===== src/hdl/lpgws_pkg.sv =====
// Shared types, codes and helpers of the WS2812 encoder with gamma table.
// No dependencies; imported by every module of the block except lpgws_ram.
package lpgws_pkg;

  localparam int TickW             = 15;  // tick fields on the ports
  localparam int TickBitsDefault   = 15;
  localparam int QueueDepthDefault = 2;
  localparam int FmtW              = 3;
  localparam int CfgIdxW           = 3;
  localparam int GammaDepth        = 256;
  localparam int GammaAw           = 8;
  localparam int SymbolsPerPixel   = 24;

  localparam int FormatRst    = 0;
  localparam int BppRst       = 3;
  localparam int BppFour      = 4;
  localparam int ShortRst     = 3;
  localparam int LongRst      = 9;
  localparam int ResetHalfRst = 250;

  typedef enum logic [1:0] {
    MODE_LOAD   = 2'd0,
    MODE_PIXEL  = 2'd1,
    MODE_EOF    = 2'd2,
    MODE_IGNORE = 2'd3
  } mode_e;

  typedef enum logic [2:0] {
    FMT_RGB  = 3'd0,
    FMT_RGBW = 3'd1,
    FMT_GRB  = 3'd2,
    FMT_GRBW = 3'd3,
    FMT_BGR  = 3'd4
  } fmt_e;

  typedef enum logic [2:0] {
    CFG_PIXEL_FORMAT = 3'd0,
    CFG_BYTES_PER_PX = 3'd1,
    CFG_SHORT_TICKS  = 3'd2,
    CFG_LONG_TICKS   = 3'd3,
    CFG_RESET_HALF   = 3'd4
  } cfg_idx_e;

  typedef enum logic [1:0] {
    KIND_LOAD  = 2'd0,
    KIND_PIXEL = 2'd1,
    KIND_EOF   = 2'd2
  } kind_e;

  // Queue word. Table load: val0 index, val1 value. Pixel: val0 G, val1 R, val2 B.
  typedef struct packed {
    kind_e      kind;
    logic [7:0] val0;
    logic [7:0] val1;
    logic [7:0] val2;
  } entry_t;

  typedef enum logic [1:0] {
    FETCH_IDLE = 2'd0,
    FETCH_R    = 2'd1,
    FETCH_B    = 2'd2,
    FETCH_LAST = 2'd3
  } fetch_e;

  function automatic logic [7:0] sat_add8(input logic [7:0] a, input logic [7:0] b);
    logic [8:0] s;
    s = {1'b0, a} + {1'b0, b};
    return s[8] ? 8'hFF : s[7:0];
  endfunction

endpackage


===== src/hdl/lpgws_ram.sv =====
// Generic single-write, single-read RAM with registered read data.
// No dependencies; holds the gamma table.
module lpgws_ram #(
  parameter int WIDTH = 8,
  parameter int DEPTH = 256
) (
  input  logic                     clk_i,
  input  logic                     we_i,
  input  logic [$clog2(DEPTH)-1:0] waddr_i,
  input  logic [WIDTH-1:0]         wdata_i,
  input  logic                     re_i,
  input  logic [$clog2(DEPTH)-1:0] raddr_i,
  output logic [WIDTH-1:0]         rdata_o
);

  logic [WIDTH-1:0] mem_q [DEPTH];

  always_ff @(posedge clk_i) begin
    if (we_i) begin
      mem_q[waddr_i] <= wdata_i;
    end
    if (re_i) begin
      rdata_o <= mem_q[raddr_i];
    end
  end

endmodule


===== src/hdl/lpgws_front.sv =====
// Front end: takes input words, unpacks pixels by format, folds white.
// Depends on lpgws_pkg; feeds lpgws_fifo.
module lpgws_front import lpgws_pkg::*; (
  input  logic            in_valid_i,
  output logic            in_stall_o,
  input  logic [1:0]      mode_i,
  input  logic [7:0]      table_index_i,
  input  logic [7:0]      table_value_i,
  input  logic [7:0]      first_byte_i,
  input  logic [7:0]      second_byte_i,
  input  logic [7:0]      third_byte_i,
  input  logic [7:0]      fourth_byte_i,
  input  logic [FmtW-1:0] pixel_format_i,
  input  logic            four_bytes_i,
  input  logic            q_full_i,
  output logic            push_o,
  output entry_t          push_data_o
);

  logic       accept;
  logic [7:0] r, g, b, w;

  assign in_stall_o = q_full_i;
  assign accept     = in_valid_i && !q_full_i;

  always_comb begin
    r = first_byte_i;
    g = second_byte_i;
    b = third_byte_i;
    w = 8'd0;
    case (pixel_format_i)
      FMT_RGBW: begin
        w = fourth_byte_i;
      end
      FMT_GRB: begin
        g = first_byte_i;
        r = second_byte_i;
      end
      FMT_GRBW: begin
        g = first_byte_i;
        r = second_byte_i;
        w = fourth_byte_i;
      end
      FMT_BGR: begin
        b = first_byte_i;
        r = third_byte_i;
      end
      default: begin
      end
    endcase
    if (four_bytes_i) begin
      r = sat_add8(r, w);
      g = sat_add8(g, w);
      b = sat_add8(b, w);
    end
  end

  always_comb begin
    push_o      = 1'b0;
    push_data_o = '{kind: KIND_LOAD, val0: table_index_i, val1: table_value_i, val2: 8'd0};
    case (mode_i)
      MODE_LOAD: begin
        push_o = accept;
      end
      MODE_PIXEL: begin
        push_o      = accept;
        push_data_o = '{kind: KIND_PIXEL, val0: g, val1: r, val2: b};
      end
      MODE_EOF: begin
        push_o           = accept;
        push_data_o.kind = KIND_EOF;
      end
      default: begin
        push_o = 1'b0;  // unused mode is dropped
      end
    endcase
  end

endmodule


===== src/hdl/lpgws_fifo.sv =====
// Short queue between front end and back end.
// Depends on lpgws_pkg for the queue word type.
module lpgws_fifo import lpgws_pkg::*; #(
  parameter int DEPTH = QueueDepthDefault
) (
  input  logic   clk_i,
  input  logic   rst_ni,
  input  logic   push_i,
  input  entry_t push_data_i,
  output logic   full_o,
  input  logic   pop_i,
  output logic   empty_o,
  output entry_t head_o
);

  localparam int PtrW = $clog2(DEPTH);
  localparam int CntW = $clog2(DEPTH + 1);

  entry_t            mem_q [DEPTH];
  logic [PtrW-1:0]   wr_ptr_q, wr_ptr_d;
  logic [PtrW-1:0]   rd_ptr_q, rd_ptr_d;
  logic [CntW-1:0]   cnt_q, cnt_d;

  assign full_o  = (cnt_q == CntW'(DEPTH));
  assign empty_o = (cnt_q == '0);
  assign head_o  = mem_q[rd_ptr_q];

  always_comb begin
    wr_ptr_d = wr_ptr_q;
    rd_ptr_d = rd_ptr_q;
    if (push_i) begin
      wr_ptr_d = (wr_ptr_q == PtrW'(DEPTH - 1)) ? '0 : wr_ptr_q + 1'b1;
    end
    if (pop_i) begin
      rd_ptr_d = (rd_ptr_q == PtrW'(DEPTH - 1)) ? '0 : rd_ptr_q + 1'b1;
    end
    cnt_d = cnt_q + CntW'(push_i) - CntW'(pop_i);
  end

  always_ff @(posedge clk_i or negedge rst_ni) begin
    if (!rst_ni) begin
      wr_ptr_q <= '0;
      rd_ptr_q <= '0;
      cnt_q    <= '0;
    end else begin
      wr_ptr_q <= wr_ptr_d;
      rd_ptr_q <= rd_ptr_d;
      cnt_q    <= cnt_d;
    end
  end

  always_ff @(posedge clk_i) begin
    if (push_i) begin
      mem_q[wr_ptr_q] <= push_data_i;
    end
  end

endmodule


===== src/hdl/lpgws_back.sv =====
// Back end: gamma table updates and lookups, then serial symbol output.
// Depends on lpgws_pkg and lpgws_ram; fed by lpgws_fifo.
module lpgws_back import lpgws_pkg::*; #(
  parameter int TICK_W = TickBitsDefault
) (
  input  logic              clk_i,
  input  logic              rst_ni,
  input  entry_t            head_i,
  input  logic              empty_i,
  output logic              pop_o,
  input  logic [TICK_W-1:0] short_ticks_i,
  input  logic [TICK_W-1:0] long_ticks_i,
  input  logic [TICK_W-1:0] reset_half_i,
  output logic              out_valid_o,
  input  logic              out_stall_i,
  output logic              first_level_o,
  output logic [TickW-1:0]  first_ticks_o,
  output logic              second_level_o,
  output logic [TickW-1:0]  second_ticks_o,
  output logic              last_o
);

  localparam int RemW = $clog2(SymbolsPerPixel);
  localparam int SymW = SymbolsPerPixel;

  // ---- fetch stage ----
  fetch_e            state_q, state_d;
  logic [7:0]        pend_r_q, pend_b_q;
  logic              pend_ld;
  logic              ram_we, ram_re;
  logic [GammaAw-1:0] ram_raddr;
  logic [7:0]        ram_rdata;
  logic              cap_g, cap_r, cap_b, set_eof, set_pix;

  logic              stg_valid_q, stg_valid_d;
  logic              stg_eof_q;
  logic [SymW-1:0]   stg_bits_q;
  logic              stg_take;

  always_comb begin
    state_d   = state_q;
    pop_o     = 1'b0;
    ram_we    = 1'b0;
    ram_re    = 1'b0;
    ram_raddr = head_i.val0;
    pend_ld   = 1'b0;
    cap_g     = 1'b0;
    cap_r     = 1'b0;
    cap_b     = 1'b0;
    set_eof   = 1'b0;
    set_pix   = 1'b0;
    case (state_q)
      FETCH_IDLE: begin
        if (!empty_i) begin
          case (head_i.kind)
            KIND_LOAD: begin
              pop_o  = 1'b1;
              ram_we = 1'b1;
            end
            KIND_PIXEL: begin
              if (!stg_valid_q) begin
                pop_o   = 1'b1;
                ram_re  = 1'b1;  // G lookup
                pend_ld = 1'b1;
                state_d = FETCH_R;
              end
            end
            KIND_EOF: begin
              if (!stg_valid_q) begin
                pop_o   = 1'b1;
                set_eof = 1'b1;
              end
            end
            default: begin
              pop_o = 1'b1;
            end
          endcase
        end
      end
      FETCH_R: begin
        ram_re    = 1'b1;
        ram_raddr = pend_r_q;
        cap_g     = 1'b1;
        state_d   = FETCH_B;
      end
      FETCH_B: begin
        ram_re    = 1'b1;
        ram_raddr = pend_b_q;
        cap_r     = 1'b1;
        state_d   = FETCH_LAST;
      end
      FETCH_LAST: begin
        cap_b   = 1'b1;
        set_pix = 1'b1;
        state_d = FETCH_IDLE;
      end
      default: begin
        state_d = FETCH_IDLE;
      end
    endcase
  end

  always_comb begin
    stg_valid_d = stg_valid_q;
    if (set_eof || set_pix) begin
      stg_valid_d = 1'b1;
    end else if (stg_take) begin
      stg_valid_d = 1'b0;
    end
  end

  lpgws_ram #(
    .WIDTH(8),
    .DEPTH(GammaDepth)
  ) u_gamma (
    .clk_i  (clk_i),
    .we_i   (ram_we),
    .waddr_i(head_i.val0),
    .wdata_i(head_i.val1),
    .re_i   (ram_re),
    .raddr_i(ram_raddr),
    .rdata_o(ram_rdata)
  );

  // ---- send stage ----
  logic              ld;
  logic [RemW-1:0]   rem_q, rem_d;
  logic [SymW-1:0]   sh_q, sh_d;
  logic              out_valid_q, out_valid_d;
  logic              out_level_d, out_last_d;
  logic [TickW-1:0]  out_t0_d, out_t1_d;
  logic              sym_bit;

  assign ld = !out_valid_q || !out_stall_i;

  always_comb begin
    rem_d       = rem_q;
    sh_d        = sh_q;
    out_valid_d = out_valid_q;
    out_level_d = 1'b1;
    out_last_d  = 1'b0;
    stg_take    = 1'b0;
    sym_bit     = sh_q[SymW-1];
    if (ld) begin
      out_valid_d = 1'b0;
      if (rem_q != '0) begin
        out_valid_d = 1'b1;
        sh_d        = {sh_q[SymW-2:0], 1'b0};
        rem_d       = rem_q - 1'b1;
        out_last_d  = (rem_q == RemW'(1));
      end else if (stg_valid_q) begin
        out_valid_d = 1'b1;
        stg_take    = 1'b1;
        if (stg_eof_q) begin
          out_level_d = 1'b0;
          out_last_d  = 1'b1;
        end else begin
          sym_bit = stg_bits_q[SymW-1];
          sh_d    = {stg_bits_q[SymW-2:0], 1'b0};
          rem_d   = RemW'(SymbolsPerPixel - 1);
        end
      end
    end
    if (!out_level_d) begin
      out_t0_d = TickW'(reset_half_i);
      out_t1_d = TickW'(reset_half_i);
    end else if (sym_bit) begin
      out_t0_d = TickW'(long_ticks_i);
      out_t1_d = TickW'(short_ticks_i);
    end else begin
      out_t0_d = TickW'(short_ticks_i);
      out_t1_d = TickW'(long_ticks_i);
    end
  end

  always_ff @(posedge clk_i or negedge rst_ni) begin
    if (!rst_ni) begin
      state_q     <= FETCH_IDLE;
      stg_valid_q <= 1'b0;
      rem_q       <= '0;
      out_valid_q <= 1'b0;
    end else begin
      state_q     <= state_d;
      stg_valid_q <= stg_valid_d;
      rem_q       <= rem_d;
      out_valid_q <= out_valid_d;
    end
  end

  always_ff @(posedge clk_i) begin
    if (pend_ld) begin
      pend_r_q <= head_i.val1;
      pend_b_q <= head_i.val2;
    end
    if (cap_g) begin
      stg_bits_q[23:16] <= ram_rdata;
    end
    if (cap_r) begin
      stg_bits_q[15:8] <= ram_rdata;
    end
    if (cap_b) begin
      stg_bits_q[7:0] <= ram_rdata;
    end
    if (set_eof || set_pix) begin
      stg_eof_q <= set_eof;
    end
    sh_q <= sh_d;
    if (ld) begin
      first_level_o  <= out_level_d;
      first_ticks_o  <= out_t0_d;
      second_ticks_o <= out_t1_d;
      last_o         <= out_last_d;
    end
  end

  assign out_valid_o    = out_valid_q;
  assign second_level_o = 1'b0;

endmodule


===== src/hdl/led_pixel_gamma_ws2812_encoder_top.sv =====
// WS2812 encoder with gamma table: words in, one bit symbol out per cycle
// unless the output stalls. A pixel's word passes the queue, the G, R and B
// gamma lookups and a staging register, so the next pixel is fetched while
// the previous one shifts out. Table loads retire one per cycle while fetch is idle.
// Reset (async, active low) empties queue and pipeline and restores config;
// the gamma RAM is not cleared and holds garbage until loaded.
module led_pixel_gamma_ws2812_encoder_top import lpgws_pkg::*; #(
  parameter int TICK_BITS   = TickBitsDefault,  // 8..16, tick register width, capped at TickW
  parameter int QUEUE_DEPTH = QueueDepthDefault
) (
  input  logic               clk_i,
  input  logic               rst_ni,
  // configuration writes
  input  logic               cfg_valid_i,
  output logic               cfg_ready_o,
  input  logic [CfgIdxW-1:0] cfg_index_i,
  input  logic [TickW-1:0]   cfg_wdata_i,
  // input words
  input  logic               in_valid_i,
  output logic               in_stall_o,
  input  logic [1:0]         mode_i,
  input  logic [7:0]         table_index_i,
  input  logic [7:0]         table_value_i,
  input  logic [7:0]         first_byte_i,
  input  logic [7:0]         second_byte_i,
  input  logic [7:0]         third_byte_i,
  input  logic [7:0]         fourth_byte_i,
  // symbol words
  output logic               out_valid_o,
  input  logic               out_stall_i,
  output logic               first_level_o,
  output logic [TickW-1:0]   first_ticks_o,
  output logic               second_level_o,
  output logic [TickW-1:0]   second_ticks_o,
  output logic               last_o
);

  // Ticks are held at TICK_BITS bits, but no wider than the TickW the ports carry.
  localparam int KeepW = (TICK_BITS < TickW) ? TICK_BITS : TickW;

  // Config registers. The user must write them only while the block is idle; the block does not enforce it.
  logic [FmtW-1:0]  pixel_format_q;
  logic [FmtW-1:0]  bpp_q;
  logic [KeepW-1:0] short_q, long_q, reset_half_q;
  logic             cfg_we;

  assign cfg_ready_o = 1'b1;
  assign cfg_we      = cfg_valid_i && cfg_ready_o;

  always_ff @(posedge clk_i or negedge rst_ni) begin
    if (!rst_ni) begin
      pixel_format_q <= FmtW'(FormatRst);
      bpp_q          <= FmtW'(BppRst);
      short_q        <= KeepW'(ShortRst);
      long_q         <= KeepW'(LongRst);
      reset_half_q   <= KeepW'(ResetHalfRst);
    end else if (cfg_we) begin
      case (cfg_index_i)
        CFG_PIXEL_FORMAT: pixel_format_q <= cfg_wdata_i[FmtW-1:0];
        CFG_BYTES_PER_PX: bpp_q          <= cfg_wdata_i[FmtW-1:0];
        CFG_SHORT_TICKS:  short_q        <= cfg_wdata_i[KeepW-1:0];
        CFG_LONG_TICKS:   long_q         <= cfg_wdata_i[KeepW-1:0];
        CFG_RESET_HALF:   reset_half_q   <= cfg_wdata_i[KeepW-1:0];
        default: begin
          // unknown index: write dropped
        end
      endcase
    end
  end

  // Front end -> queue -> back end. The queue lets the front keep taking
  // words (table loads, next pixel) while the back end is busy shifting.
  logic   q_push, q_full, q_pop, q_empty;
  entry_t q_wdata, q_head;

  lpgws_front u_front (
    .in_valid_i    (in_valid_i),
    .in_stall_o    (in_stall_o),
    .mode_i        (mode_i),
    .table_index_i (table_index_i),
    .table_value_i (table_value_i),
    .first_byte_i  (first_byte_i),
    .second_byte_i (second_byte_i),
    .third_byte_i  (third_byte_i),
    .fourth_byte_i (fourth_byte_i),
    .pixel_format_i(pixel_format_q),
    .four_bytes_i  (bpp_q == FmtW'(BppFour)),
    .q_full_i      (q_full),
    .push_o        (q_push),
    .push_data_o   (q_wdata)
  );

  lpgws_fifo #(
    .DEPTH(QUEUE_DEPTH)
  ) u_fifo (
    .clk_i      (clk_i),
    .rst_ni     (rst_ni),
    .push_i     (q_push),
    .push_data_i(q_wdata),
    .full_o     (q_full),
    .pop_i      (q_pop),
    .empty_o    (q_empty),
    .head_o     (q_head)
  );

  // Table loads go through the queue too, so a load never overtakes a
  // pixel that was taken before it.
  lpgws_back #(
    .TICK_W(KeepW)
  ) u_back (
    .clk_i         (clk_i),
    .rst_ni        (rst_ni),
    .head_i        (q_head),
    .empty_i       (q_empty),
    .pop_o         (q_pop),
    .short_ticks_i (short_q),
    .long_ticks_i  (long_q),
    .reset_half_i  (reset_half_q),
    .out_valid_o   (out_valid_o),
    .out_stall_i   (out_stall_i),
    .first_level_o (first_level_o),
    .first_ticks_o (first_ticks_o),
    .second_level_o(second_level_o),
    .second_ticks_o(second_ticks_o),
    .last_o        (last_o)
  );

endmodule


===== config.mk =====
export PLATFORM = sky130hd
export DESIGN_NAME = led_pixel_gamma_ws2812_encoder_top
export DESIGN_NICKNAME = d
export VERILOG_FILES = /design/src/hdl/lpgws_pkg.sv /design/src/hdl/lpgws_ram.sv /design/src/hdl/lpgws_front.sv /design/src/hdl/lpgws_fifo.sv /design/src/hdl/lpgws_back.sv /design/src/hdl/led_pixel_gamma_ws2812_encoder_top.sv
export SDC_FILE = /design/constraint.sdc
export NUM_CORES = 2
export LEC_CHECK = 0
export BUFFER_PORTS_ARGS = -buffer_cell sky130_fd_sc_hd__buf_4
export CORE_UTILIZATION = 50
export DETAILED_ROUTE_END_ITERATION = 7
export PLACE_DENSITY_LB_ADDON = 0.1
export SLEW_MARGIN = 5
export SYNTH_ARGS = -nofsm -noshare
export SYNTH_HDL_FRONTEND = slang
export SYNTH_SLANG_ARGS = --single-unit

===== constraint.sdc =====
create_clock -name clk_i -period 10 [get_ports clk_i]
set_input_delay 2 -clock clk_i [delete_from_list [all_inputs] [get_ports clk_i]]
set_output_delay 2 -clock clk_i [all_outputs]
set_load 0.02 [all_outputs]

==> impl_metrics.env <==
export IMPL_clk_pin_slew_ns=0.07
export IMPL_wl_per_cell_um=26.77
export IMPL_clkLatencyLatePin_ns=0.86
export IMPL_cts_tree="built"
export IMPL_grt_pass1_vias=55853
export IMPL_cp_end_kind="flip-flop"
export IMPL_port_buffer_count=106
export IMPL_dr_pass1_iters=6
export IMPL_synthDistinctLibCells=71
export IMPL_ys_flop_type="edfxtp_1"
export IMPL_synth_top_cell_by_area="edfxtp_1"
export IMPL_core_rowCount=156
export IMPL_pre_cts_ws_ns=4.485
export IMPL_final_common_cell="edfxtp_1"
export IMPL_dieArea_um2=185100
export IMPL_cts_htree_levels=4
export IMPL_syn_to_final_growth_pct=11.27
export IMPL_cts_made_buffers=226
export IMPL_avgSynthCellArea_um2=12.88
export IMPL_io_pins=109
export IMPL_whs_endpoint="reset_half_q[9]"
export IMPL_grt_use_met1=0.3964
export IMPL_outcome="finished clean"
export IMPL_synth_top_area_share=0.7218
export IMPL_stdcell_area_um2=102000
export IMPL_synth_area_leaders="edfxtp_1, nand2_1, nand3_1"
export IMPL_dpl_instance_area_um2=95040
export IMPL_ant_nets=0
export IMPL_cp_arrival_ns=6.13
export IMPL_die_h_um=430.2
export IMPL_grt_usage=0.2779
export IMPL_max_vdd_ir_drop_uv=591.9
export IMPL_clock_sinks=2268
export IMPL_rrSetupSlack_ns=4.42
export IMPL_antenna_found_initial=15
export IMPL_drtIter0Drc=7270
export IMPL_synthCells=7118
export IMPL_min_period_ns=5.579
export IMPL_drv_slew=0
export IMPL_synth_warnings=0
export IMPL_core_area_um2=181500
export IMPL_clock_path_buffers=3
export IMPL_grt_pass1_wl_mm=380.1
export IMPL_cts_resized=0
export IMPL_die_width_um=430.2
export IMPL_worst_slack_ns=4.421
export IMPL_grt_use_met2=0.4332
export IMPL_hold_viol=0
export IMPL_setup_viol_count_final=0
export IMPL_wl_mm=258.6
export IMPL_setup_tns_final_ns=0
export IMPL_path_max_fanout=105
export IMPL_cp_start_kind="flip-flop"
export IMPL_vias_per_cell=6.060
export IMPL_ys_seq_area_frac=0.7394
export IMPL_synth_fp_nets=7217
export IMPL_min_path_type="flip-flop to flip-flop"
export IMPL_start_util=0.5052
export IMPL_use_met3=0.05346
export IMPL_timing_rr_end="u_back.u_gamma.rdata_o[4]"
export IMPL_via_count=58547
export IMPL_rsz0062_at_grt="no"
export IMPL_slew_headroom=0.1320
export IMPL_worstHoldStart="reset_half_q[9]"
export IMPL_crit_required_ns=10.55
export IMPL_worstRegToRegCells=11
export IMPL_gr_total_overflow=0
export IMPL_fin_crit_sh=0.5579
export IMPL_worstMarginPinSlew_ns=1.290
export IMPL_top_usage_layer="met2"
export IMPL_gp_congestion=0.8712
export IMPL_timing_rr_start="u_back.state_q[1]"
export IMPL_power_density_nw_per_um2=348.5
export IMPL_cts_root_buf="clkbuf_16"
export IMPL_drive_gt1_frac=0.09700
export IMPL_finalPower_mw=35.56
export IMPL_max_clock_freq_mhz=179.2
export IMPL_final_nets=7203
export IMPL_drc_errors=0
export IMPL_fin_skew_ns=0.02377
export IMPL_post_cts_buffers=0
export IMPL_ys_ff_latch=2268
export IMPL_ctsHoldBuffers=0
export IMPL_synth_edf_count=2204
export IMPL_p_leak_nw=34.15
export IMPL_whs_path_depth=1
export IMPL_grt_max_degree=180
export IMPL_dp_hpwl_mm=148.3
export IMPL_synth_async_reset_ratio=0.02822
export IMPL_mostFrequentLayoutCells="edfxtp_1, nand2_1, nand3_1"
export IMPL_worstSetupPathType="flip-flop to flip-flop"
export IMPL_drv_cap=0
export IMPL_syn_cell_area_um2=91700
[flip-flops by register name (all words and copies together) (netlist names), 2 cells and up]
register                flops
bpp_q                       3
long_q                     15
pixel_format_q              3
reset_half_q               15
short_q                    15
u_back.first_ticks_o       15
u_back.pend_b_q             8
u_back.pend_r_q             8
u_back.rem_q                5
u_back.second_ticks_o      15
u_back.sh_q                23
u_back.state_q              2
u_back.stg_bits_q          24
u_back.u_gamma.mem_q     2048
u_back.u_gamma.rdata_o      8
u_fifo.cnt_q                2
u_fifo.mem_q               52
[final cells by class]
cell class,instances,area [µm²]
inverter,22,82.58
multi-input combinational,4370,22350
sequential,2268,67800
fill,14629,79490
tap,2370,2965
clock buffer,289,6006
clock inverter,124,979.7
antenna,2,5.005
timing repair buffer,216,1842
[per-layer routing]
metal	routed length, µm	vias up
li1	-	26033
met1	108100	29489
met2	120800	2617
met3	22140	400
met4	7537	8
met5	62	-
[power breakdown]
part / total [mW] / internal [mW] / switching (mW)
clock network: 8.10 / 4.55 / 3.55
registers: 12.0 / 11.8 / 0.166
logic: 15.5 / 3.85 / 11.6
[worst max-delay path by stage]
stage | from | to | slack [ns] | cells after the start
floorplan | out_stall_i | u_back.rem_q[3] | 5.11 | 5
global placement | u_fifo.rd_ptr_q | u_back.u_gamma.rdata_o[3] | 3.66 | 9
detailed placement | u_back.state_q[1] | u_back.u_gamma.rdata_o[2] | 4.49 | 11
CTS | u_back.state_q[1] | u_back.u_gamma.rdata_o[2] | 4.49 | 11
global route | u_back.state_q[1] | u_back.u_gamma.rdata_o[4] | 4.12 | 11
finish | u_back.state_q[1] | u_back.u_gamma.rdata_o[4] | 4.42 | 11
[cell usage after synthesis, types with 7 or more instances]
cell	number
a21oi_1	29
a22oi_1	10
a31oi_1	230
a32oi_1	64
and2_1	7
buf_1	54
buf_2	146
clkbuf_1	250
dfrtp_1	52
dfstp_2	12
edfxtp_1	2204
ha_1	26
inv_1	21
mux2_2	103
mux2i_1	155
nand2_1	2013
nand2b_1	11
nand3_1	1003
nand4_1	132
nor2_1	322
nor3_1	15
nor4_1	41
o211ai_1	37
o21ai_0	40
o22ai_1	12
o31ai_1	12
xnor2_1	14
[worst max-delay path: stages (launching register included)]
cell and delay, ns:
dfrtp_1 0.38, inv_1 0.10, ha_2 1.02, mux2i_4 0.45, buf_12 0.40, buf_4 0.65
mux2i_1 0.26, mux2i_1 0.12, a32oi_1 0.25, o211ai_1 0.16, nor4_1 1.11, nor4_1 0.16
[through the flow]
| stage | hold WS (ns) | instances | utilization |
|---|---|---|---|
| after floorplan | 0.4401 | 7118 | - |
| after global placement | 0.4951 | 9236 | 0.5227 |
| after detailed placement | 0.4962 | 9246 | 0.5236 |
| after CTS | 0.5097 | 9659 | 0.5620 |
| after global routing | 0.5258 | 9660 | 0.5621 |
| final | 0.5070 | 9661 | 0.5621 |
[cell families (layout without fill, tap and decap cells)]
family                   Yosys count  count (layout)  synth area share
other                              2               4        0.00008190
AO/OA/AOI/OAI                    484             484           0.03605
adder cells (fa/ha/maj)           28              28          0.003766
flip-flops                      2268            2268            0.7394
XOR/XNOR                          19              19          0.001815
AND/OR/NAND/NOR                 3577            3577            0.1669
multiplexers                     260             260           0.02996
buffers and inverters            480             651           0.02205
No activity file was read; power rests on OpenSTA's default activity.
